### config.mk
export PLATFORM = sky130hd
export DESIGN_NAME = dtd_front
export DESIGN_NICKNAME = d
export VERILOG_FILES = /design/src/sv/dtd_pkg.sv /design/src/sv/dtd_front.sv
export SDC_FILE = /design/constraint.sdc
export NUM_CORES = 2
export LEC_CHECK = 0
export BUFFER_PORTS_ARGS = -buffer_cell sky130_fd_sc_hd__buf_2
export CAP_MARGIN = 20
export CORE_MARGIN = 3
export CORE_UTILIZATION = 45
export CTS_BUF_LIST = sky130_fd_sc_hd__clkbuf_16
export CTS_CLUSTER_SIZE = 10
export DETAILED_ROUTE_END_ITERATION = 6
export GPL_ROUTABILITY_DRIVEN = 1
export PLACE_DENSITY = 0.65
export SYNTH_ARGS = -nofsm -noshare
export SYNTH_HDL_FRONTEND = slang
export SYNTH_SLANG_ARGS = --single-unit
### constraint.sdc
create_clock -name aclk -period 8.3 [get_ports aclk]
set_clock_uncertainty 0.2 [all_clocks]
set_input_delay 0.83 -clock aclk [delete_from_list [all_inputs] [get_ports aclk]]
set_output_delay 0.83 -clock aclk [all_outputs]
set_load 0.01 [all_outputs]
### src/sv/dtd_pkg.sv
`timescale 1ns / 1ps
// Shared types and constants for the drift time to distance converter.
// Used by every module of the block; depends on nothing else.
package dtd_pkg;

    localparam int TIME_W      = 16;
    localparam int COEF_W      = 32;
    localparam int ACC_W       = 48;
    localparam int PROD_W      = ACC_W + TIME_W;
    localparam int EXCESS_W    = TIME_W + 1;
    localparam int TAIL_W      = COEF_W + EXCESS_W;
    localparam int OUT_W       = 32;
    localparam int ROUND_SHIFT = 14;
    localparam int MAX_ORDER   = 5;
    localparam int NUM_COEF    = MAX_ORDER + 1;
    localparam int CFG_IDX_W   = 3;

    // Half of one LSB after the shift, added before the floor shift.
    localparam logic signed [PROD_W-1:0] ROUND_BIAS = PROD_W'(1 << (ROUND_SHIFT - 1));
    localparam logic signed [TAIL_W-1:0] TAIL_BIAS  = TAIL_W'(1 << (ROUND_SHIFT - 1));

    localparam logic signed [TIME_W-1:0] KNEE_RESET = 16'sh7FFF;

    typedef enum logic [CFG_IDX_W-1:0] {
        REG_COEF_0 = 3'd0,
        REG_COEF_1 = 3'd1,
        REG_COEF_2 = 3'd2,
        REG_COEF_3 = 3'd3,
        REG_COEF_4 = 3'd4,
        REG_COEF_5 = 3'd5,
        REG_KNEE   = 3'd6,
        REG_SLOPE  = 3'd7
    } cfg_index_t;

    // Per-item data that travels beside the Horner accumulator.
    typedef struct packed {
        logic signed [TIME_W-1:0] t_eval;
        logic signed [TAIL_W-1:0] tail_prod;
        logic                     sat;
    } side_t;

endpackage

### src/sv/dtd_front.sv
`timescale 1ns / 1ps
// Entry stages: knee compare, evaluation time select and tail product.
// Depends on dtd_pkg.
module dtd_front import dtd_pkg::*; (
    input  logic                     aclk,
    input  logic                     aresetn,
    input  logic                     in_valid,
    output logic                     in_ready,
    input  logic signed [TIME_W-1:0] in_time,
    input  logic signed [TIME_W-1:0] knee_time,
    input  logic signed [COEF_W-1:0] tail_slope,
    input  logic signed [COEF_W-1:0] coef_top,
    output logic                     out_valid,
    input  logic                     out_ready,
    output logic signed [ACC_W-1:0]  out_acc,
    output side_t                    out_side
);

    logic                       v1_reg;
    logic                       v2_reg;
    logic                       take_reg;
    logic signed [TIME_W-1:0]   t_eval_reg;
    logic signed [EXCESS_W-1:0] excess_reg;
    logic signed [ACC_W-1:0]    acc_reg;
    side_t                      side_reg;
    side_t                      side_next;
    logic                       ready2;
    logic                       take_tail;
    logic signed [EXCESS_W-1:0] excess;

    assign ready2   = !v2_reg || out_ready;
    assign in_ready = !v1_reg || ready2;

    assign take_tail = (in_time >= knee_time);
    assign excess    = $signed({in_time[TIME_W-1], in_time})
                     - $signed({knee_time[TIME_W-1], knee_time});

    always_comb begin
        side_next.t_eval    = t_eval_reg;
        side_next.tail_prod = take_reg ? TAIL_W'(tail_slope * excess_reg) : '0;
        side_next.sat       = 1'b0;
    end

    always_ff @(posedge aclk) begin
        if (!aresetn) begin
            v1_reg <= 1'b0;
            v2_reg <= 1'b0;
        end else begin
            if (in_ready) begin
                v1_reg <= in_valid;
            end
            if (ready2) begin
                v2_reg <= v1_reg;
            end
        end
    end

    always_ff @(posedge aclk) begin
        if (in_ready) begin
            take_reg   <= take_tail;
            t_eval_reg <= take_tail ? knee_time : in_time;
            excess_reg <= excess;
        end
        if (ready2) begin
            acc_reg  <= ACC_W'(coef_top);
            side_reg <= side_next;
        end
    end

    assign out_side  = side_reg;
    assign out_valid = v2_reg;
    assign out_acc   = acc_reg;

endmodule

Word level (Yosys, flattened, before mapping)
Cells that the tools add are included.
W data, S select, Z words.
{"block": "totals", "in_bits": 100, "regBits": 133, "elab_cells": 16, "output_inout_bits": 116}
{"block": "classes", "n_mul": 1, "n_mux": 1, "addsub": 1, "n_lt_le_gt_ge": 1, "reduce_logical": 4}
{"op": "$mul A32 B17 Y49", "n": 1}
{"op": "$sub A16 B16 Y17", "n": 1}
{"op": "$ge A16 B16 Y1", "n": 1}
{"op": "$mux W16", "n": 1}
{"op": "$logic_not A1 Y1", "n": 2}
{"op": "$logic_or A1 B1 Y1", "n": 2}

Logic depth before layout (Yosys ltp)
{"block": "depth", "ltp_word": 3, "mapped_depth": 25, "depth_no_buf": 24}

Least setup slack after synthesis
No wires, ideal clock.
{"block": "synth_path", "path_type": "input to register", "start": "input tail_slope[31]", "end": "register side_reg (netlist bit out_side[49]), data pin", "cell_stages": 24, "required_ns": 7.942, "t_arrival_ns": 6.486, "path_buffers": 2, "setup_time_ns": 0.158, "slack_ns": 1.456, "path_cell_list": "clkbuf_1 nand2_1 inv_1 fa_1 inv_1 fa_1 inv_1 fa_1 fa_1 fa_1 inv_1 fa_1 inv_1 ha_1 clkbuf_1 a21o_1 a21oi_1 o21ai_0 a21oi_1 nor2_1 a2111oi_0 o31ai_2 a211o_1 o211ai_1"}
{"block": "synth_between", "elab_chain_cells": 1}
{"item": "start: declaration", "line_no": "dtd_front.sv:11", "source": "input logic signed [COEF_W-1:0] tail_slope,"}
{"item": "$mul A32 B17 Y49", "line_no": "dtd_front.sv:40", "source": "side_next.tail_prod = take_reg ? TAIL_W'(tail_slope * excess_reg) : '0;"}
{"item": "end signal: assignment", "line_no": "dtd_front.sv:66", "source": "side_reg <= side_next;"}
{"item": "end: declaration", "line_no": "dtd_front.sv:25", "source": "side_t side_reg;"}
Every way passes these cells.
A chain may end at the register's enable or synchronous reset.

Worst setup path after layout
{"block": "layout_path", "start": "register excess_reg[4]", "end": "register side_reg (netlist bit out_side[48]), data pin"}
{"block": "layout_between", "elab_chain_cells": 1}
{"item": "start: declaration", "line_no": "dtd_front.sv:23", "source": "logic signed [EXCESS_W-1:0] excess_reg;"}
{"item": "start signal: assignment", "line_no": "dtd_front.sv:62", "source": "excess_reg <= excess;"}
{"item": "$mul A32 B17 Y49", "line_no": "dtd_front.sv:40"}
Every way passes these cells.

==> flow_summary.toml <==
[run_status]
outcome = "completed"

[cts]
cts_buffer_depth = 2
postCtsSetupBuffers = 0
cts_resized = 0
cts.clk_slew.worst_paths_ps = 60
clockRootBuffer = "clkbuf_16"
cts_buffers = 17
cts_tree = "yes"
cts_sinks = 133
htree_num_levels = 4
insertion_delay_ps = 420
postCtsHoldBufs = 0

[sta]
fin_crit_ps = 7665
tightestPinTransition_ps = 1097
setup-tns-final_ps = 0
finalSetupViolations = 0
hold_viol_final = 0
max_freq_mhz = 130.5
slew_viol_final = 0
period_share_pct = 92.35
max_slew_margin_pct = 26.88
rsz0062_at_grt = "no"

[final_layout]
nFillCells = 4914
seqCellArea_um2 = 3974
final_cell_mix = "543 x inv_1, 522 x fa_1, 315 x nand2_1, 243 x and2_1, 214 x buf_2"
drive_above_1_share_pct = 11.73
antennaDiodeCount = 0
area_growth_syn_to_layout_pct = 9.530
largest_register_ff_count = 65
nNetsFinal = 3325
multi_input_area_um2 = 17560
layout_commonest_cell = "inv_1"

[routing]
drtPass1Iterations = 5
avgRoutedWirePerCell_um = 18.82
drc = 0
vias_per_cell = 5.219
drt_wl_total_um = 61570
drtAntennaViolNets = 0
via_count = 17080
drt_iter0_drc = 799

[critical_path]
crit_buf_inv = 5
cpMaxStageDelayCell = "edfxtp_1"
r2r_start = "excess_reg[4]"
worst_setup_path_end_kind = "flop"
crit_chain = "buf_4, nand2_1, fa_1, fa_1, inv_1, fa_1, fa_1, fa_1, inv_1, fa_1, inv_1, ha_1, and4_1, a211oi_1, a2111oi_0, a31o_2, a211oi_1, buf_4, o31a_1, nor2_1, a41oi_1, mux2i_1"
cp_top_family = "adder cells"
critPathKind = "flop to flop"
required_ps = 8260
r2r_cells = 22
timing.rr.end = "out_side[48]"
worstSetupStartpointType = "flop"
cp.arrival_ps = 7620
cp_common_cell = "fa_1"
rrSetupSlack_ps = 630
critPathMaxFanout = 19
slowest_delay_ps = 840

[yosys]
async_flop_share_pct = 0
ys_seq_elements = 133
synthFlopType = "edfxtp_1"
syn-num-nets = 3174
syn_area_um2 = 24070
synth_warnings = 0
synth-edff-count = 131
yosysUniqueCellTypes = 65
synth_cells = 2420
ys_seq_area_share_pct = 16.51
syn_area_per_cell_um2 = 9.944

[die]
ios = 216
dieArea_um2 = 56290
initial_core_util_pct = 45.61
chipWidth_um = 237.3
die_height_um = 237.3
rows = 84
core_area_um2 = 52760

[grt]
grt_antenna_before_repair = 3
grt_pass1_wl_um = 101100
grt_overflow_total = 0
grt_pass1_vias = 19510
grt_start_max_net_pins = 82
track_usage_pct = 22.96

[place]
hpwl_um = 49450
io_buffers = 214
gp_congestion = 0.8855

[flow_run]
maxCapViolCount = 0

[hold_path]
hp-class = "flop to flop"
hp-start = "t_eval_reg[7]"
hold_path_depth = 0
hold_path_end = "out_side[57]"
==> logic make-up after synthesis <==
family | synth area share, %
other | 0.01558
AO/OA/AOI/OAI | 5.028
flip-flops | 16.51
multiplexers | 0.8683
adder cells (fa/ha/maj) | 50.29
AND/OR/NAND/NOR | 14.77
buffers and inverters | 10.52
XOR/XNOR | 2.002
==> through the flow <==
stage | util [%] | hold WS (ps) | cells | setup slack, ps | cell area, um^2
after floorplan | - | 200.3 | 2420 | 1456 | 24070
after global placement | 48.78 | 201.1 | 3237 | 718.5 | 25730
after detailed placement | 48.83 | 206.2 | 3238 | 596.5 | 25760
after CTS | 49.90 | 219.0 | 3270 | 626.7 | 26330
after global routing | 49.96 | 230.1 | 3272 | 233.4 | 26360
final | 49.96 | 216.4 | 3272 | 634.9 | 26360
==> worst max path at each step <==
stage,startpoint,endpoint,slack (ps),cells past startpoint
after detailed placement,tail_slope[20],out_side[48],600,22
final,excess_reg[4],out_side[48],630,22
after global placement,excess_reg[11],out_side[48],720,21
after floorplan,tail_slope[31],out_side[49],1460,24
after global routing,excess_reg[4],out_side[48],230,22
after CTS,excess_reg[12],out_side[48],630,21
==> per-layer routing <==
metal | routed length [um] | GRT usage (%)
met3 | 2424 | 2.785
met2 | 33520 | 43.14
met1 | 22660 | 26.15
met5 | 0 | 0
met4 | 2965 | 10.32
==> cell usage after synthesis (17+ instances only) <==
cell type	number	area (um^2)
fa_1	522	10450
a21oi_1	51	255.2
edfxtp_1	131	3934
inv_1	541	2031
xor2_1	18	157.7
nor2_1	79	296.5
nand2_1	315	1182
xnor2_1	37	324.1
ha_1	132	1652
buf_4	17	127.6
a21o_1	29	217.7
and2_1	243	1520
o21ai_0	31	155.2
clkbuf_1	91	341.6
==> final cells by class <==
class	count	share of cell area, %
well taps	688	3.266
repair buffers	244	5.145
clock buffers	17	1.614
multi-input cells	1632	66.62
inverters	543	7.742
clock inverters	15	0.5364
flip-flops and latches	133	15.08
Power is not shown: default switching activity piles up to over one toggle a cycle in this logic, so the estimate is an artifact.
