## config.mk

```make
export PLATFORM = sky130hd
export DESIGN_NAME = dtd_horner_step
export DESIGN_NICKNAME = d
export VERILOG_FILES = /design/src/sv/dtd_pkg.sv /design/src/sv/dtd_horner_step.sv
export SDC_FILE = /design/constraint.sdc
export NUM_CORES = 2
export LEC_CHECK = 0
export BUFFER_PORTS_ARGS = -buffer_cell sky130_fd_sc_hd__buf_4
export CAP_MARGIN = 0
export CORE_ASPECT_RATIO = 2
export CORE_MARGIN = 1.5
export CORE_UTILIZATION = 42
export DETAILED_ROUTE_END_ITERATION = 10
export HOLD_SLACK_MARGIN = 0.1
export PLACE_DENSITY = 0.66
export SYNTH_ARGS = -nofsm -noshare
export SYNTH_HDL_FRONTEND = slang
export SYNTH_SLANG_ARGS = --single-unit
```

## constraint.sdc

```tcl
create_clock -name aclk -period 8.7 [get_ports aclk]
set_input_delay 0 -clock aclk [delete_from_list [all_inputs] [get_ports aclk]]
set_output_delay 0 -clock aclk [all_outputs]
set_load 0.05 [all_outputs]
```

## src/sv/dtd_pkg.sv

```systemverilog
`timescale 1ns / 1ps
// Shared types and constants for the drift time to distance converter.
// Used by every module of the block; depends on nothing else.
package dtd_pkg;

    localparam int TIME_W      = 16;
    localparam int COEF_W      = 32;
    localparam int ACC_W       = 48;
    localparam int PROD_W      = ACC_W + TIME_W;
    localparam int EXCESS_W    = TIME_W + 1;
    localparam int TAIL_W      = COEF_W + EXCESS_W;
    localparam int OUT_W       = 32;
    localparam int ROUND_SHIFT = 14;
    localparam int MAX_ORDER   = 5;
    localparam int NUM_COEF    = MAX_ORDER + 1;
    localparam int CFG_IDX_W   = 3;

    // Half of one LSB after the shift, added before the floor shift.
    localparam logic signed [PROD_W-1:0] ROUND_BIAS = PROD_W'(1 << (ROUND_SHIFT - 1));
    localparam logic signed [TAIL_W-1:0] TAIL_BIAS  = TAIL_W'(1 << (ROUND_SHIFT - 1));

    localparam logic signed [TIME_W-1:0] KNEE_RESET = 16'sh7FFF;

    typedef enum logic [CFG_IDX_W-1:0] {
        REG_COEF_0 = 3'd0,
        REG_COEF_1 = 3'd1,
        REG_COEF_2 = 3'd2,
        REG_COEF_3 = 3'd3,
        REG_COEF_4 = 3'd4,
        REG_COEF_5 = 3'd5,
        REG_KNEE   = 3'd6,
        REG_SLOPE  = 3'd7
    } cfg_index_t;

    // Per-item data that travels beside the Horner accumulator.
    typedef struct packed {
        logic signed [TIME_W-1:0] t_eval;
        logic signed [TAIL_W-1:0] tail_prod;
        logic                     sat;
    } side_t;

endpackage

```

## src/sv/dtd_horner_step.sv

```systemverilog
`timescale 1ns / 1ps
// One Horner step in two stages: multiply, then round, add coefficient and clamp.
// Depends on dtd_pkg.
module dtd_horner_step import dtd_pkg::*; (
    input  logic                     aclk,
    input  logic                     aresetn,
    input  logic                     in_valid,
    output logic                     in_ready,
    input  logic signed [ACC_W-1:0]  in_acc,
    input  side_t                    in_side,
    input  logic signed [COEF_W-1:0] coef,
    output logic                     out_valid,
    input  logic                     out_ready,
    output logic signed [ACC_W-1:0]  out_acc,
    output side_t                    out_side
);

    localparam int RND_W = PROD_W - ROUND_SHIFT;
    localparam int SUM_W = RND_W + 1;

    logic                     va_reg;
    logic                     vb_reg;
    logic signed [PROD_W-1:0] prod_reg;
    side_t                    side_a_reg;
    logic signed [ACC_W-1:0]  acc_reg;
    side_t                    side_b_reg;
    side_t                    side_next;
    logic                     ready_b;
    logic signed [PROD_W-1:0] biased;
    logic signed [RND_W-1:0]  rnd;
    logic signed [SUM_W-1:0]  sum;
    logic                     ovf;
    logic signed [ACC_W-1:0]  acc_next;

    assign ready_b  = !vb_reg || out_ready;
    assign in_ready = !va_reg || ready_b;

    // Floor of (p + half) / 2^14, so ties round toward plus infinity.
    assign biased = prod_reg + ROUND_BIAS;
    assign rnd    = $signed(biased[PROD_W-1:ROUND_SHIFT]);
    assign sum    = $signed({rnd[RND_W-1], rnd})
                  + $signed({{(SUM_W-COEF_W){coef[COEF_W-1]}}, coef});

    // Out of the accumulator range unless all bits above it copy its sign bit.
    assign ovf = !((&sum[SUM_W-1:ACC_W-1]) || !(|sum[SUM_W-1:ACC_W-1]));

    always_comb begin
        if (!ovf) begin
            acc_next = sum[ACC_W-1:0];
        end else if (sum[SUM_W-1]) begin
            acc_next = {1'b1, {(ACC_W-1){1'b0}}};
        end else begin
            acc_next = {1'b0, {(ACC_W-1){1'b1}}};
        end
    end

    always_comb begin
        side_next     = side_a_reg;
        side_next.sat = side_a_reg.sat | ovf;
    end

    always_ff @(posedge aclk) begin
        if (!aresetn) begin
            va_reg <= 1'b0;
            vb_reg <= 1'b0;
        end else begin
            if (in_ready) begin
                va_reg <= in_valid;
            end
            if (ready_b) begin
                vb_reg <= va_reg;
            end
        end
    end

    always_ff @(posedge aclk) begin
        if (in_ready) begin
            prod_reg   <= PROD_W'(in_acc * $signed(in_side.t_eval));
            side_a_reg <= in_side;
        end
        if (ready_b) begin
            acc_reg    <= acc_next;
            side_b_reg <= side_next;
        end
    end

    assign out_valid = vb_reg;
    assign out_acc   = acc_reg;
    assign out_side  = side_b_reg;

endmodule

```

### Word level (Yosys, flattened, before mapping)

Index checks and enable logic that the tools add are counted.

| cells by class | value |
|---|---|
| add/subtract/negate cells | 2 |
| multipliers | 1 |
| muxes and demuxes | 2 |
| bitwise logic cells | 1 |
| reductions and logical operators | 9 |

Operators with widths:

| cell | number |
|---|---|
| two-way mux 48 bit | 2 |
| adder 64 x 15 -> 64 bit, second input constant | 1 |
| multiplier 48 x 16 -> 64 bit | 1 |
| adder 50 x 32 -> 51 bit | 1 |
| logical NOT 1 bit | 4 |
| AND reduction 4 bit | 1 |
| OR reduction 4 bit | 1 |
| logical OR 1 bit | 3 |
| bitwise OR 1 bit | 1 |

| word-level totals | value |
|---|---|
| flip-flop bits (word level) | 246 |

### Longest topological paths before layout

| logic depth | value |
|---|---|
| word-level depth | 7 |
| mapped depth | 26 |
| mapped depth without buffers | 24 |

### Worst setup path after synthesis

Ideal clock, no wire load.

| timing path | value |
|---|---|
| kind | input to register |
| start | input in_side[51] (netlist name) |
| end | register prod_reg[48], data pin |
| library setup time | 260 ps |
| data arrival time | 6192 ps |
| data required time | 8440 ps |
| path slack | 2248 ps |
| cell stages on the path | 24 |
| path buffers | 2 |
| cells stage by stage | clkbuf_1 clkbuf_1 nand2_1 fa_1 fa_1 fa_1 inv_1 fa_1 fa_1 inv_1 fa_1 inv_1 ha_1 and3_1 and3_1 nand2b_1 o311ai_2 o31ai_4 a211oi_2 or4_4 a311oi_1 o221ai_1 a221oi_2 xnor2_1 |

| between the ends | value |
|---|---|
| longest elaborated chain between the ends | 1 |

Ends and longest elaborated chain:

| item | line | RTL |
|---|---|---|
| from (decl) | dtd_horner_step.sv:10 | `input side_t in_side,` |
| multiplier 48 x 16 -> 64 bit | dtd_horner_step.sv:78 | `prod_reg <= PROD_W'(in_acc * $signed(in_side.t_eval));` |
| to (signal assigned) | dtd_horner_step.sv:78 |  |
| to (decl) | dtd_horner_step.sv:23 | `logic signed [PROD_W-1:0] prod_reg;` |

Every way passes these cells.
A chain may end at the register's enable or synchronous reset.

### Final worst setup path

| timing path | value |
|---|---|
| start | input in_side[65] (netlist name) |
| end | register prod_reg[63], data pin |

The elaborated chain is that of the path after synthesis.

==> reports/summary.txt <==
highest-delay cell along the critical path: a211oi_1
Worst EP arrival: 7.96 ns
top_reg_cell synth: edfxtp_1
clock-pin slew on the worst setup and hold paths: 0.07 ns
critical path type: in -> reg
critical path, cell by cell: dlygate4sd3_1 -> buf_4 -> inv_2 -> nor2_1 -> fa_1 -> fa_1 -> fa_1 -> fa_1 -> fa_1 -> inv_1 -> fa_1 -> inv_1 -> ha_1 -> nand4_1 -> a211oi_1 -> nor2_1 -> o21ai_0 -> buf_4 -> o2bb2ai_1 -> a211oi_1 -> o31ai_1 -> a21oi_1 -> xnor2_1
CTS buffer count: 22
clk_skew: 0.0387 ns
RSZ-0062 raised after global routing: no
synth unique cells: 87
Syn-to-layout area delta: 12.3%
max-slew violation count: 0
starting density of the core: 42.3%
# nets final: 5080
first-pass GRT wire length: 170000 um
measured slew at the worst slew-check pin: 1.06 ns
DRT iter0 DRCs: 1304
commonest non-fill, non-tap cell in the layout: inv_1
crit-path max cell delay: 0.84 ns
sequential cell area fraction in the yosys report: 19.0%
DR top layer: met5
Util after Layout: 47.5%
Die X: 212 um
final hold vios: 0
CTS Buffer Depth: 3
Post-CTS Resized: 0
CORE AREA: 86700 um^2
total congestion overflow: 0
fraction of registers with async set/reset: 0%
Synth Instances: 3792
Routed WL: 110000 um
CTS Hold Bufs: 100
Tcrit/Tclk final: 87.8%
antenna viol nets, final: 0
most frequent CP cell: fa_1
status: complete, no violations
Ys Warns: 0
flops & latches, synth: 233
crit start category: primary input
Die H: 421 um
I/O Pins: 266
Worst-Skew Late Latency: 0.60 ns
initial antenna violation count: 4
CTS tree: done
number of setup buffers added after CTS: 0
Synth Cell Area: 36700 um^2
vias in the first global route: 30900
First-pass DRT Iterations: 5
worst hold slack: 0.139 ns
Critical Path End Type: flop
H-tree depth: 1
Post-Syn Nets: 4846
Fmax: 131 MHz
final setup vio count: 0
clk sinks: 233
Port Buffers: 265
GPL Wtd Cong: 0.939
largest net degree at the start of global routing: 74
met3 WL post-DR: 5550 um
post-DP HPWL: 83600 um
max_cap viols: 0
WL met2: 59000 um
Routed WL per cell: 21.0 um
Crit Path Max Fanout: 36
WL met1: 33100 um
Hold Path Class: in -> reg
Avg Cell Area, Syn: 9.68 um^2
post-place setup slack: 1.24 ns
vias: 27400
CTS Root Buffer Type: clkbuf_16
TNS Setup: 0 ns
layout filler cell count: 8195
slew margin rel.: 29.1%
die area: 89300 um^2
layout cells sized above 1: 9.31%
commonest cells after routing, fill and taps aside: 874 x inv_1, 710 x fa_1, 548 x nand2_1, 272 x buf_4, 263 x and2_1
GRT Util Overall: 25.6%
final worst slack: 1.07 ns
vias per cell: 5.27
Site Rows: 153
# DRC: 0
WP data required: 9.02 ns
Min Clock Period, post-route: 7.63 ns
Post-synth EDFFs: 231
[stage by stage]
step / cells / instance area, um^2
after CTS: 5202 / 41200
after global placement: 5064 / 39500
after global routing: 5203 / 41200
after detailed placement: 5064 / 39500
after floorplan: 3792 / 36700
final: 5204 / 41200
[area by class of cell]
class	instances	area, um^2	share of cell area (%)
Inverter	876	3290	7.98
Sequential cell	233	6980	16.9
Clock buffer	23	554	1.34
Antenna cell	2	5.00	0.0121
Tap cell	1162	1450	3.53
Clock inverter	15	155	0.376
Multi-Input combinational cell	2521	25800	62.5
Timing Repair Buffer	372	3040	7.38
[Yosys cell counts, types with 7 or more instances]
library cell	instances	area share, %
inv_1	875	8.9
nand2_1	549	5.6
nand4_1	21	0.36
nand2b_1	13	0.22
nor3_1	19	0.26
a21oi_1	102	1.4
clkbuf_1	140	1.4
o21bai_1	13	0.27
o211ai_1	7	0.14
a21o_1	67	1.4
o21ai_2	32	0.76
a41oi_1	9	0.21
xnor2_1	94	2.2
fa_1	710	39
and3_1	13	0.22
ha_1	194	6.6
a211oi_1	10	0.20
and2_1	263	4.5
nand3_1	51	0.70
a31oi_1	9	0.15
nor2_1	110	1.1
xor2_1	55	1.3
o21ai_0	68	0.93
nor2b_1	11	0.19
edfxtp_1	231	19
[routing by layer]
layer	vias up	GRT usage, %
met5	-	0
met3	518	3.29
li1	12000	-
met1	13900	23.3
met4	6	23.0
met2	1021	48.2
[cells by family after synthesis]
kind of cell             synth area share [%]
AO/OA/AOI/OAI                            7.22
XOR/XNOR                                 3.55
adder cells (fa/ha/maj)                  45.3
buffers and inverters                    10.9
flip-flops                               19.0
AND/OR/NAND/NOR                          14.0
[path summary, 6_finish.rpt]
path	startpoint	to	slack (ns)	depth (start not counted)
max reg2reg	prod_reg[24]	out_acc[11]	2.67	22
min	in_side[11]	side_a_reg[11]	0.14	2
max	in_side[65]	prod_reg[63]	1.07	23
min reg2reg	side_a_reg[31]	out_side[31]	0.42	0
[critical path, delay by kind of cell]
kind,cells,cell delay (ns)
fa+ha+maj,7,3.54
compound gates,6,1.95
buf+inv,6,1.60
simple gates,3,0.67
xor+xnor,1,0.14
Power is left out: the tool's default activity adds up to more than one toggle a clock period on the data nets, which glitch-free logic cannot reach.
