<file path="src/sv/dtd_pkg.sv">
`timescale 1ns / 1ps
// Shared types and constants for the drift time to distance converter.
// Used by every module of the block; depends on nothing else.
package dtd_pkg;

    localparam int TIME_W      = 16;
    localparam int COEF_W      = 32;
    localparam int ACC_W       = 48;
    localparam int PROD_W      = ACC_W + TIME_W;
    localparam int EXCESS_W    = TIME_W + 1;
    localparam int TAIL_W      = COEF_W + EXCESS_W;
    localparam int OUT_W       = 32;
    localparam int ROUND_SHIFT = 14;
    localparam int MAX_ORDER   = 5;
    localparam int NUM_COEF    = MAX_ORDER + 1;
    localparam int CFG_IDX_W   = 3;

    // Half of one LSB after the shift, added before the floor shift.
    localparam logic signed [PROD_W-1:0] ROUND_BIAS = PROD_W'(1 << (ROUND_SHIFT - 1));
    localparam logic signed [TAIL_W-1:0] TAIL_BIAS  = TAIL_W'(1 << (ROUND_SHIFT - 1));

    localparam logic signed [TIME_W-1:0] KNEE_RESET = 16'sh7FFF;

    typedef enum logic [CFG_IDX_W-1:0] {
        REG_COEF_0 = 3'd0,
        REG_COEF_1 = 3'd1,
        REG_COEF_2 = 3'd2,
        REG_COEF_3 = 3'd3,
        REG_COEF_4 = 3'd4,
        REG_COEF_5 = 3'd5,
        REG_KNEE   = 3'd6,
        REG_SLOPE  = 3'd7
    } cfg_index_t;

    // Per-item data that travels beside the Horner accumulator.
    typedef struct packed {
        logic signed [TIME_W-1:0] t_eval;
        logic signed [TAIL_W-1:0] tail_prod;
        logic                     sat;
    } side_t;

endpackage

</file>
<file path="src/sv/dtd_final.sv">
`timescale 1ns / 1ps
// Exit stages: add the rounded tail term, then clamp to the 32-bit distance range.
// Depends on dtd_pkg.
module dtd_final import dtd_pkg::*; (
    input  logic                    aclk,
    input  logic                    aresetn,
    input  logic                    in_valid,
    output logic                    in_ready,
    input  logic signed [ACC_W-1:0] in_acc,
    input  side_t                   in_side,
    output logic                    out_valid,
    input  logic                    out_ready,
    output logic signed [OUT_W-1:0] out_distance,
    output logic                    out_saturated
);

    localparam int RND_W = TAIL_W - ROUND_SHIFT;
    localparam int SUM_W = ACC_W + 1;

    logic                     v1_reg;
    logic                     v2_reg;
    logic signed [SUM_W-1:0]  sum_reg;
    logic                     sat1_reg;
    logic signed [OUT_W-1:0]  dist_reg;
    logic                     sat2_reg;
    logic                     ready2;
    logic signed [TAIL_W-1:0] biased;
    logic signed [RND_W-1:0]  rnd;
    logic signed [SUM_W-1:0]  sum;
    logic                     ovf;
    logic signed [OUT_W-1:0]  dist_next;

    assign ready2   = !v2_reg || out_ready;
    assign in_ready = !v1_reg || ready2;

    // The tail product is zero on the polynomial branch, so it adds nothing there.
    assign biased = in_side.tail_prod + TAIL_BIAS;
    assign rnd    = $signed(biased[TAIL_W-1:ROUND_SHIFT]);
    assign sum    = $signed({in_acc[ACC_W-1], in_acc})
                  + $signed({{(SUM_W-RND_W){rnd[RND_W-1]}}, rnd});

    assign ovf = !((&sum_reg[SUM_W-1:OUT_W-1]) || !(|sum_reg[SUM_W-1:OUT_W-1]));

    always_comb begin
        if (!ovf) begin
            dist_next = sum_reg[OUT_W-1:0];
        end else if (sum_reg[SUM_W-1]) begin
            dist_next = {1'b1, {(OUT_W-1){1'b0}}};
        end else begin
            dist_next = {1'b0, {(OUT_W-1){1'b1}}};
        end
    end

    always_ff @(posedge aclk) begin
        if (!aresetn) begin
            v1_reg <= 1'b0;
            v2_reg <= 1'b0;
        end else begin
            if (in_ready) begin
                v1_reg <= in_valid;
            end
            if (ready2) begin
                v2_reg <= v1_reg;
            end
        end
    end

    always_ff @(posedge aclk) begin
        if (in_ready) begin
            sum_reg  <= sum;
            sat1_reg <= in_side.sat;
        end
        if (ready2) begin
            dist_reg <= dist_next;
            sat2_reg <= sat1_reg | ovf;
        end
    end

    assign out_valid     = v2_reg;
    assign out_distance  = dist_reg;
    assign out_saturated = sat2_reg;

endmodule
</file>
<file path="config.mk">
export PLATFORM = sky130hd
export DESIGN_NAME = dtd_final
export DESIGN_NICKNAME = d
export VERILOG_FILES = /design/src/sv/dtd_pkg.sv /design/src/sv/dtd_final.sv
export SDC_FILE = /design/constraint.sdc
export NUM_CORES = 1
export LEC_CHECK = 0
export ABC_CLOCK_PERIOD_IN_PS = 5050
export BUFFER_PORTS_ARGS = -buffer_cell sky130_fd_sc_hd__buf_2
export CAP_MARGIN = 20
export CELL_PAD_IN_SITES_DETAIL_PLACEMENT = 1
export CELL_PAD_IN_SITES_GLOBAL_PLACEMENT = 1
export CORE_MARGIN = 3
export CORE_UTILIZATION = 42
export CTS_CLUSTER_DIAMETER = 200
export DETAILED_ROUTE_END_ITERATION = 8
export PLACE_DENSITY = 0.78
export RECOVER_POWER = 100
export SYNTH_ARGS = -nofsm -noshare
export SYNTH_HDL_FRONTEND = slang
export SYNTH_SLANG_ARGS = --single-unit
</file>
<file path="constraint.sdc">
create_clock -name aclk -period 5.05 [get_ports aclk]
set_input_delay 0.2525 -clock aclk [delete_from_list [all_inputs] [get_ports aclk]]
set_output_delay 0.2525 -clock aclk [all_outputs]
set_load 0.1 [all_outputs]
</file>
# Yosys cells after proc, flatten, opt, wreduce, memory -nomap -nowiden
# Index checks and enable logic that the tools add are counted.
classes:
  addsub: 2
  muxes: 2
  bitwise: 1
  n_reduce_logical: 9
op_table:
  columns: ["op", "count"]
  rows:
  - ["2-to-1 mux 32 bit", 2]
  - ["adder 48 x 35 -> 49 bit", 1]
  - ["adder 49 x 15 -> 49 bit, second input constant", 1]
  - ["AND reduction 18 bit", 1]
  - ["OR reduction 18 bit", 1]
  - ["zero test 1 bit", 4]
  - ["logical OR 1 bit", 3]
  - ["OR 1 bit", 1]
word_totals:
  register_bits: 85
  in_bits: 118
  out_inout_bits: 35
  wordCells: 20

# Logic depth before layout (Yosys ltp)
# Gate-level depths: netlist (run 1).
logic_depth:
  depth_word: 5
  depth_mapped: 18
  depth_no_buf: 17

# Worst setup path after synthesis (run 1)
# Ideal clock, no wire load.
synth_timing:
  kind: "input -> register"
  from: "input port in_side[20] (netlist bit)"
  to: "register sum_reg[44] (data pin)"
  setup_ns: 0.263
  arrival_time_ns: 4.061
  required_time_ns: 4.787
  slack_ns: 0.726
  path_stages: 17
  n_path_buf: 1
  path_cell_list: "and3_1 > and4_1 > nand3_1 > or3_4 > or2_1 > clkbuf_1 > nor2_1 > xor2_1 > ha_1 > a21o_1 > a21o_1 > a21oi_1 > nand3_1 > a2111oi_4 > o31ai_2 > a31oi_1 > xnor2_1"
synth_via:
  elab_chain_cells: 2
synth_lines:
  columns: ["element", "line", "source"]
  rows:
  - ["start: declaration", "dtd_final.sv:10", "input side_t in_side,"]
  - ["adder 49 x 15 -> 49 bit", "dtd_final.sv:37", "assign biased = in_side.tail_prod + TAIL_BIAS;"]
  - ["adder 48 x 35 -> 49 bit", "dtd_final.sv:40", "+ $signed({{(SUM_W-RND_W){rnd[RND_W-1]}}, rnd});"]
  - ["net sum[44]", "dtd_final.sv:29", "logic signed [SUM_W-1:0] sum;"]
  - ["end signal: assignment", "dtd_final.sv:70", "sum_reg <= sum;"]
  - ["end: declaration", "dtd_final.sv:22", "logic signed [SUM_W-1:0] sum_reg;"]
# The timed path passes the listed nets, and every way through them passes these cells.
# A chain may end at the register's enable or synchronous reset.

# Final worst setup path (run 1)
layout_timing:
  from: "input port in_side[14] (netlist bit)"
  to: "register sum_reg[47] (data pin)"
# The elaborated chain is that of the path after synthesis.

==> results.ini, run 1 <==
[status]
status=finished, violations left
violations=max-capacitance violations, max-slew violations

[worst_setup_path]
crit_required_ps=5130
path_class=in2reg
critPathCaptureType=flip-flop
cp_max_fo=7
worstPathArrival_ps=4520
start_kind=input pin

[clocking]
hold_buffers=0
cts.clk_slew.worst_paths_ps=70
htreeDepth=3
cts-root-buf=clkbuf_16
cts_sinks=85
cts_tree=built
clock_latency_ps=330
cts_buffers=9
postCtsSetupBuffers=0
cts_buffer_depth=2
cts_resized=0

[yosys]
synth_commonest_cells=edfxtp_1, nand2_1, a21oi_1
synth_cell_types=51
synth_most_common_cell=edfxtp_1
yosys_register_bits=85
synth_edf_count=83
yosysTopAreaCell=edfxtp_1
synth_flop_cell=edfxtp_1
synth_area_mm2=0.00634
synth_area_per_cell_um2=9.72
ys_seq_area_share_pct=40.0
netlist.area_leader.share_pct=39.3
synthCells=652
ys_top_cells_by_area=edfxtp_1, ha_1, xnor2_1
ys_warn_count=0
synth_fp_nets=822
async_flop_share_pct=0

[die]
start_util_pct=43.3
core_area_mm2=0.0146
ioPinCount=153
die_w_um=129
die-area_mm2=0.0166
row_count=44
die_h_um=129

[route]
drt_pass1_iterations=6
avgViaCountPerCell=5.70
wl_per_cell_um=18.5
vias=5482
wirelength_mm=17.8
drc=0
ant_nets=0
drt_iter0_drc=332

[placement]
placed_area_mm2=0.00716
dp_hpwl_mm=14.4
place_congestion=0.878
port_buffers=123
dp_cells=945
pre_cts_ws_ps=407

[power]
p_per_area_mw_per_mm2=342
ir_worst_vdd_uv=189
p_leak_nw=3.11

[finish]
largest_reg_flops=49
regArea_mm2=0.00253
final_area_mm2=0.00738
syn2layout_area_growth_pct=16.4
fill_cells=1737
final_cells=961
diodes=0
drive_gt1_share_pct=14.9
final_nets=942
multiInputGateArea_mm2=0.00363
fin_util_pct=50.4

[global_routing]
gr-total-overflow=0
grt_max_degree=51
antenna_found_initial=0
grt_use_total_pct=21.4
grt_pass1_vias=5693
grt_pass1_wl_mm=28.8

[timing]
fin_skew_ps=7.90
finalSetupTns_ps=0
period_share_pct=87.9
fmax_ghz=0.225
drv_slew=119
setup_ws_ps=611
hold_viol=0
max_slew.worst_pin.slew_ps=2780
setup_viol=0
rsz0062_at_grt=no
maxSlewHeadroom_pct=-85.4
fin_crit_ps=4440

[worst_hold_path]
worstHoldPathType=in2reg

[run]
cap_violations=3

-- per-layer routing --
metal	up-vias	share of wire (%)	GRT usage [%]
li1	2671	-	-
met2	134	50	38.7
met4	0	0.89	3.40
met3	13	4.1	2.57
met5	-	0	0
met1	2664	45	28.0
-- cell usage in the layout (no fill, tap or decap), drive strengths merged, types with 2 or more instances in the layout --
| master | count |
|---|---|
| nor3 | 13 |
| xnor2 | 49 |
| inv | 18 |
| a31oi | 7 |
| a21o | 56 |
| edfxtp | 83 |
| nand4 | 25 |
| buf | 88 |
| dfxtp | 2 |
| clkbuf | 53 |
| nor2 | 43 |
| xor2 | 30 |
| o31ai | 4 |
| o211ai | 5 |
| o21a | 6 |
| a2111oi | 2 |
| a21oi | 60 |
| ha | 51 |
| o21ai | 31 |
| nand3 | 25 |
| nor4 | 4 |
| and3 | 5 |
| nor2b | 5 |
| and4 | 3 |
| o21bai | 6 |
| a21boi | 5 |
| nand2 | 63 |
| and2 | 5 |
| or3 | 2 |
| or2 | 4 |
| a211oi | 7 |
| nand2b | 3 |
-- metrics by stage --
step,hold WS [ps],total power (W)
floorplan,351,0.00164
global placement,436,0.00183
detailed placement,454,0.00186
CTS,102,0.00255
global route,95.0,0.00265
finish,111,0.00252
-- worst max-delay path: stages --
cell	delay, ps
clkbuf_1	130
ha_1	240
inv_1	60
nor2_1	220
nand3_1	250
or2_2	390
nor3_1	470
nand4_1	200
xnor2_1	170
ha_1	420
nand2_1	160
nor2_1	220
nand4_1	120
a31oi_1	240
o21ai_0	220
o21ai_0	410
a31oi_1	170
xnor2_1	160
-- cell type report --
class / instances / area share [%]
clock buffer: 11 / 3.43
multi-input combinational: 530 / 49.2
inverter: 16 / 0.814
sequential: 85 / 34.3
timing repair buffer: 130 / 8.17
clock inverter: 5 / 0.899
tap: 184 / 3.12
-- path summary, 6_finish.rpt --
path | start | cells past startpoint | slack [ps] | end
setup reg to reg | sum_reg[32]$_DFFE_PP_ | 8 | 1080 | out_distance[29]$_DFFE_PP_
setup / recovery | in_side[14] | 18 | 610 | sum_reg[47]$_DFFE_PP_
hold reg to reg | sum_reg[25]$_DFFE_PP_ | 1 | 520 | out_distance[25]$_DFFE_PP_
hold / removal | in_side[0] | 1 | 110 | sat1_reg$_DFFE_PP_
-- report_power, final --
part           internal, W  leakage, nW  total (W)  switching (W)
clock network     0.000416        0.154   0.000692       0.000276
logic             0.000237         2.09   0.000838       0.000601
registers         0.000940        0.864   0.000995      0.0000545
-- cells by family after synthesis --
family / after synthesis / share of synthesized area (%)
AND/OR/NAND/NOR: 201 / 15.1
AO/OA/AOI/OAI: 198 / 21.3
flip-flops: 85 / 40.0
XOR/XNOR: 79 / 10.9
adder cells (fa/ha/maj): 52 / 10.4
buffers and inverters: 37 / 2.33
(Power assumes the default switching activity.)
==> inputs of run 2 (changes only) <==
Settings changed: ABC_CLOCK_PERIOD_IN_PS 5050 to 4500.
Clock period 5.05 ns to 4.5 ns, I/O delays scaled along.
==> run 2 against run 1 <==
Net effect:
- the flow still finishes with violations (max-capacitance violations, max-slew violations)
- sequential share of layout area shrank 0.53 points
- final cell count is 0.94% higher
- via count about the same
- routed wire length up 1.9%
- largest cell class unchanged
- largest power group unchanged
- highest routed layer unchanged
==> results.ini, run 2 (same netlist as run 1, synthesis figures left out) <==
[finish]
final_cell_mix=buf_2, edfxtp_1, nand2_1, a21oi_1, a21o_1
fill_cells=1735
final_cells=970
drive_gt1_share_pct=15.8
largest_reg_flops=49
syn2layout_area_growth_pct=18.2
final_nets=951
fin_util_pct=51.2
final_common_cell=buf_2
diodes=0

[global_routing]
grt_pass1_vias=5891
grt_max_degree=50
grt_pass1_wl_mm=29.6
gr-total-overflow=0
grt_use_total_pct=22.0
antenna_found_initial=0

[placement]
place_congestion=0.887
port_buffers=123
pre_cts_ws_ps=19.4
dp_cells=954
dp_hpwl_mm=14.7

[worst_setup_path]
critPathCaptureType=flip-flop
cp.buffers_inverters=2
cp_max_fo=13
crit_required_ps=4580
crit_top_cell=nand3_1
start_kind=input pin
path_class=in2reg
cp_top_family=simple AND/OR/NAND/NOR gates
crit_chain=buf_2 > and3_1 > and4_1 > nand3_1 > or3_4 > or2_1 > nor2_1 > xor2_1 > buf_4 > ha_1 > a21o_1 > a21oi_1 > nand3_1 > a2111oi_4 > o31ai_1 > a31oi_1 > xnor2_1
slowest_stage=or3_4
max_stage_delay_ps=440
worstPathArrival_ps=4240

[timing]
hold_viol=0
drv_slew=84
setup_ws_ps=341
fin_skew_ps=3.54
period_share_pct=92.4
finalSetupTns_ps=0
fmax_ghz=0.240
setup_viol=0
maxSlewHeadroom_pct=-82.0
max_slew.worst_pin.slew_ps=2730
fin_crit_ps=4160
rsz0062_at_grt=no

[power]
ir_worst_vdd_uv=233
p_leak_nw=3.17
p_per_area_mw_per_mm2=396

[run]
cap_violations=2

[route]
drt_iter0_drc=254
drt_pass1_iterations=4
ant_nets=0
wl_per_cell_um=18.7
wirelength_mm=18.1
vias=5479
avgViaCountPerCell=5.65
drc=0

[die]
die_h_um=129
core_area_mm2=0.0146
ioPinCount=153
start_util_pct=43.3
die-area_mm2=0.0166
die_w_um=129
row_count=44

[clocking]
cts.clk_slew.worst_paths_ps=60
cts_tree=built
cts_resized=0
hold_buffers=0
clock_latency_ps=330
cts_buffer_depth=2
postCtsSetupBuffers=0
htreeDepth=3
cts_buffers=9
cts_sinks=85
cts-root-buf=clkbuf_16

[status]
violations=max-capacitance violations, max-slew violations
status=finished, violations left

[worst_hold_path]
worstHoldPathType=in2reg

## run 2: cell types whose count changed in the layout (fill, tap and decap cells not counted), sizes merged
cell      delta
bufinv       +3
clkbuf       +1
inv          -2
buf          +7
clkinv       +1
clkinvlp     -1
## run 2: worst paths after layout
kind | depth (start not counted) | end | slack, ps | start
setup / recovery | 17 | sum_reg[44]$_DFFE_PP_ | 340 | in_side[19]
hold reg to reg | 1 | out_valid$_SDFFE_PN0P_ | 520 | v1_reg$_SDFFE_PN0P_
hold / removal | 1 | sat1_reg$_DFFE_PP_ | 80 | in_side[0]
setup reg to reg | 8 | out_distance[6]$_DFFE_PP_ | 790 | sum_reg[32]$_DFFE_PP_
## run 2: through the flow
step / instance area (um2) / hold slack [ps] / total power (W)
finish: 7490 / 79.3 / 0.00297
global placement: 7220 / 406 / 0.00206
detailed placement: 7220 / 406 / 0.00209
global route: 7490 / 71.5 / 0.00311
CTS: 7600 / 67.8 / 0.00301
floorplan: 6340 / 324 / 0.00184
## run 2: cell type report
| class | instances | area, um2 | share of cell area [%] |
|---|---|---|---|
| inverter | 16 | 60.1 | 0.801 |
| sequential | 85 | 2530 | 33.8 |
| multi-input combinational | 530 | 3630 | 48.5 |
| timing repair buffer | 139 | 664 | 8.87 |
| clock inverter | 6 | 134 | 1.79 |
| tap | 184 | 230 | 3.07 |
| clock buffer | 10 | 239 | 3.19 |
## run 2: worst reg2reg max path: cells and delay by family, from the launching register on
kind                   cells  cell delay, ps
AO/OA/AOI/OAI              2             510
AND/OR/NAND/NOR            4            1030
flip-flops                 1             400
buffers and inverters      2            1510
## run 2: routing by layer
metal	vias up	wire length, um	track usage (%)
met1	2670	8020	28.0
met2	112	9240	40.0
met4	0	227	4.82
met3	12	619	2.86
met5	-	0	0
li1	2685	-	-
## run 2: power breakdown
| group | internal, W | switching (W) |
|---|---|---|
| Sequential | 0.00106 | 0.0000653 |
| Clock | 0.000613 | 0.000291 |
| Combinational | 0.000269 | 0.000676 |
